$ cat src/sv/vn_square.sv
`default_nettype none
module vn_square #(
  parameter int unsigned ComponentWidth = 16
) (
  input  wire logic                          clk_i,
  input  wire logic                          en_i,
  input  wire logic [ComponentWidth-1:0]     raw_i,
  output logic      [2*ComponentWidth-1:0]   sq_o,
  output logic                               neg_o
);
  logic [ComponentWidth-1:0]   mag;
  logic [2*ComponentWidth-1:0] sq_q;
  logic                        neg_q;

  // two's complement magnitude, most negative value maps to 2^(w-1)
  assign mag = raw_i[ComponentWidth-1] ? (~raw_i + 1'b1) : raw_i;

  always_ff @(posedge clk_i) begin
    if (en_i) begin
      sq_q  <= mag * mag;
      neg_q <= raw_i[ComponentWidth-1];
    end
  end

  assign sq_o  = sq_q;
  assign neg_o = neg_q;
endmodule
`default_nettype wire

$ cat config.mk
export PLATFORM = sky130hd
export DESIGN_NAME = vn_square
export DESIGN_NICKNAME = d
export VERILOG_FILES = /design/src/sv/vn_square.sv
export SDC_FILE = /design/constraint.sdc
export NUM_CORES = 1
export LEC_CHECK = 0
export BUFFER_PORTS_ARGS = -buffer_cell sky130_fd_sc_hd__buf_2
export CORE_UTILIZATION = 60
export DETAILED_ROUTE_END_ITERATION = 10
export GPL_TIMING_DRIVEN = 0
export PLACE_DENSITY = 0.79
export SLEW_MARGIN = 20
export SYNTH_ARGS = -nofsm -noshare
export SYNTH_HDL_FRONTEND = slang
export SYNTH_SLANG_ARGS = --single-unit
$ cat constraint.sdc
create_clock -name clk_i -period 8.15 [get_ports clk_i]
set_input_delay 0.4075 -clock clk_i [delete_from_list [all_inputs] [get_ports clk_i]]
set_output_delay 0.4075 -clock clk_i [all_outputs]
set_load 0.005 [all_outputs]
==> qor.txt <==
Die Span Y - 121 um
Hold Buf Count CTS - 0
synth unique cells - 57
grt ovf - 0
starting density of the core - 0.615
Final Util - 0.674
final-stage net count - 1,284
Layout area overhead - 9.63%
Worst Path Arrival - 7.87 ns
status - complete, no violations
die area - 0.0147 mm2
most frequent cells in the layout - inv_1 (238), fa_1 (164), nand2_1 (99)
fin. max-slew vios - 0
clock slew at reported path FFs - 0.05 ns
final setup vio count - 0
TritonCTS Sinks - 32
CP Class - input pin to flop
async set-reset flop share out of synthesis - 0
f_max - 0.127 GHz
prevailing post-synth register cell - edfxtp_1
die width - 121 um
commonest non-fill, non-tap cell in the layout - inv_1
DR iter-0 viols - 612
Final Hold Viols - 0
via count - 6,626
Max Cap Viol - 0
number of I/O port buffers - 49
diode count - 0
DRT Wirelength - 20.1 mm
wire per inst - 16.9 um
Slew @ Worst Pin - 0.945 ns
Syn Std Cell Area - 0.00854 mm2
Period minus WS final - 7.84 ns
gr usage total - 0.304
post-route ant nets - 0
CTS root buf - clkbuf_16
layout cells sized above 1 - 0.0964
Post-synth EDFFs - 32
Yosys top cell by area - fa_1
Worst Hold Class - input pin to flop
Ports - 51
worst path required time - 8.17 ns
dominant cells by area after synthesis - fa_1 (38%), ha_1 (14%), edfxtp_1 (11%)
CP Capture Type - flop
global-route wire length before repair - 33.8 mm
Max Root-Sink Buffers - 2
largest net degree at the start of global routing - 33
drt pass-1 iters - 5
synthesized area per cell - 9.15 um2
synth warn - 0
Vias/cell - 5.59
vias in the first global route - 7,014
placeable core area - 0.0139 mm2
DPL Wire Length - 16.7 mm
Rows - 43
max_slew headroom - 0.368
CTS tree - yes
final RePlAce weighted congestion - 0.901
TritonCTS Buffers - 5
share of the yosys chip area belonging to registers - 0.113
Period Utilization, post-route - 0.962
DRC Markers - 0
type of origin of the critical path - input pin
Crit Path Max Fanout - 10
initial antenna violation count - 0
Cells after Synth - 933
Yosys top cell area share - 0.385
Seq cells post-synth - 32
H-tree depth - 2
worst paths after layout:
path | cells past startpoint | startpoint | slack (ns) | to
max | 25 | raw_i[0] | 0.31 | sq_o[29]
min | 1 | raw_i[0] | 0.46 | sq_o[0]
registers in the layout, summed over array words and instances, names as in the netlist:
signal and flops:
neg_o 1, sq_o 31
synthesized netlist by cell type, types with 2 or more instances:
cell         n
xnor2_1     31
a21oi_1     30
a211oi_1     4
nand2b_1     2
nor2b_1      3
o21ai_0     21
a21o_1       9
clkinv_1     4
nand2_1     99
clkbuf_1    16
o31ai_1      4
fa_1       164
inv_2        4
nor3_1      14
o21a_1       5
o211ai_1     3
and3_1       5
inv_1      238
xor2_1      14
nand3_1      6
and4_1       3
a221oi_1     3
a2bb2oi_1    2
and2_1       3
nand4_1      7
a31oi_1      2
a21boi_0     3
buf_2        2
edfxtp_1    32
nor2_1      76
a31o_2       2
conb_1       2
ha_1        96
layout make-up:
cell class	count	area, um2
plain buffers	18	85.1
multi-input cells	645	6710
repair buffers	58	313
well taps	180	225
clock inverters	1	5.00
inverters	246	932
clock buffers	6	129
flip-flops and latches	32	961
fillers	1092	4520
worst max-delay path, cell delays in order:
cell and delay [ns]:
buf_2 0.16, inv_1 0.22, clkbuf_2 0.34, ha_1 0.30, a41o_1 0.28, xor2_4 0.28, clkbuf_1 0.58, nor2_1 0.20
fa_1 0.56, fa_1 0.52, inv_1 0.06, fa_1 0.53, inv_1 0.05, fa_1 0.45, fa_1 0.49, inv_1 0.05
fa_1 0.51, inv_1 0.05, ha_1 0.39, a21oi_1 0.33, o21a_1 0.20, a2bb2oi_1 0.32, a31oi_1 0.14, a311oi_1 0.32
xnor2_1 0.09
what timing repair did:
action / in CTS / in global routing
resized for setup: 7 / 15
pin swaps: 1 / 3
buffers inserted: 1 / 8
endpoints found under the setup margin: 16 / 14
routing by layer:
metal  vias to the layer above  share of wire  GRT usage
met4                         0          0.029     0.0887
met5                         -              0          0
met2                       259           0.50      0.529
met1                      3298           0.40      0.392
met3                        56          0.071     0.0437
li1                       3013              -          -
logic make-up (layout without fill, tap and decap cells):
group | count (synthesis) | in the layout | synth area share
AND/OR/NAND/NOR | 226 | 226 | 0.116
XOR/XNOR | 47 | 47 | 0.0513
flip-flops | 32 | 32 | 0.113
other | 2 | 12 | 0.000880
adder cells (fa/ha/maj) | 260 | 260 | 0.525
multiplexers | 1 | 1 | 0.00132
buffers and inverters | 266 | 329 | 0.119
AO/OA/AOI/OAI | 99 | 99 | 0.0740
through the flow:
stage / TNS, ns / instances / worst slack, ns / instance area (um2) / hold slack [ns]
after detailed placement: -10.15 / 1172 / -0.886 / 9050 / 0.722
after global placement: -8.83 / 1172 / -0.813 / 9040 / 0.731
after global routing: -0.0187 / 1186 / -0.0187 / 9360 / 0.451
after CTS: 0 / 1180 / 0.108 / 9230 / 0.437
after floorplan: 0 / 943 / 0.916 / 8570 / 0.506
final: 0 / 1186 / 0.306 / 9360 / 0.459
Power is not shown: default switching activity piles up to over one toggle a cycle in this logic, so the estimate is an artifact.
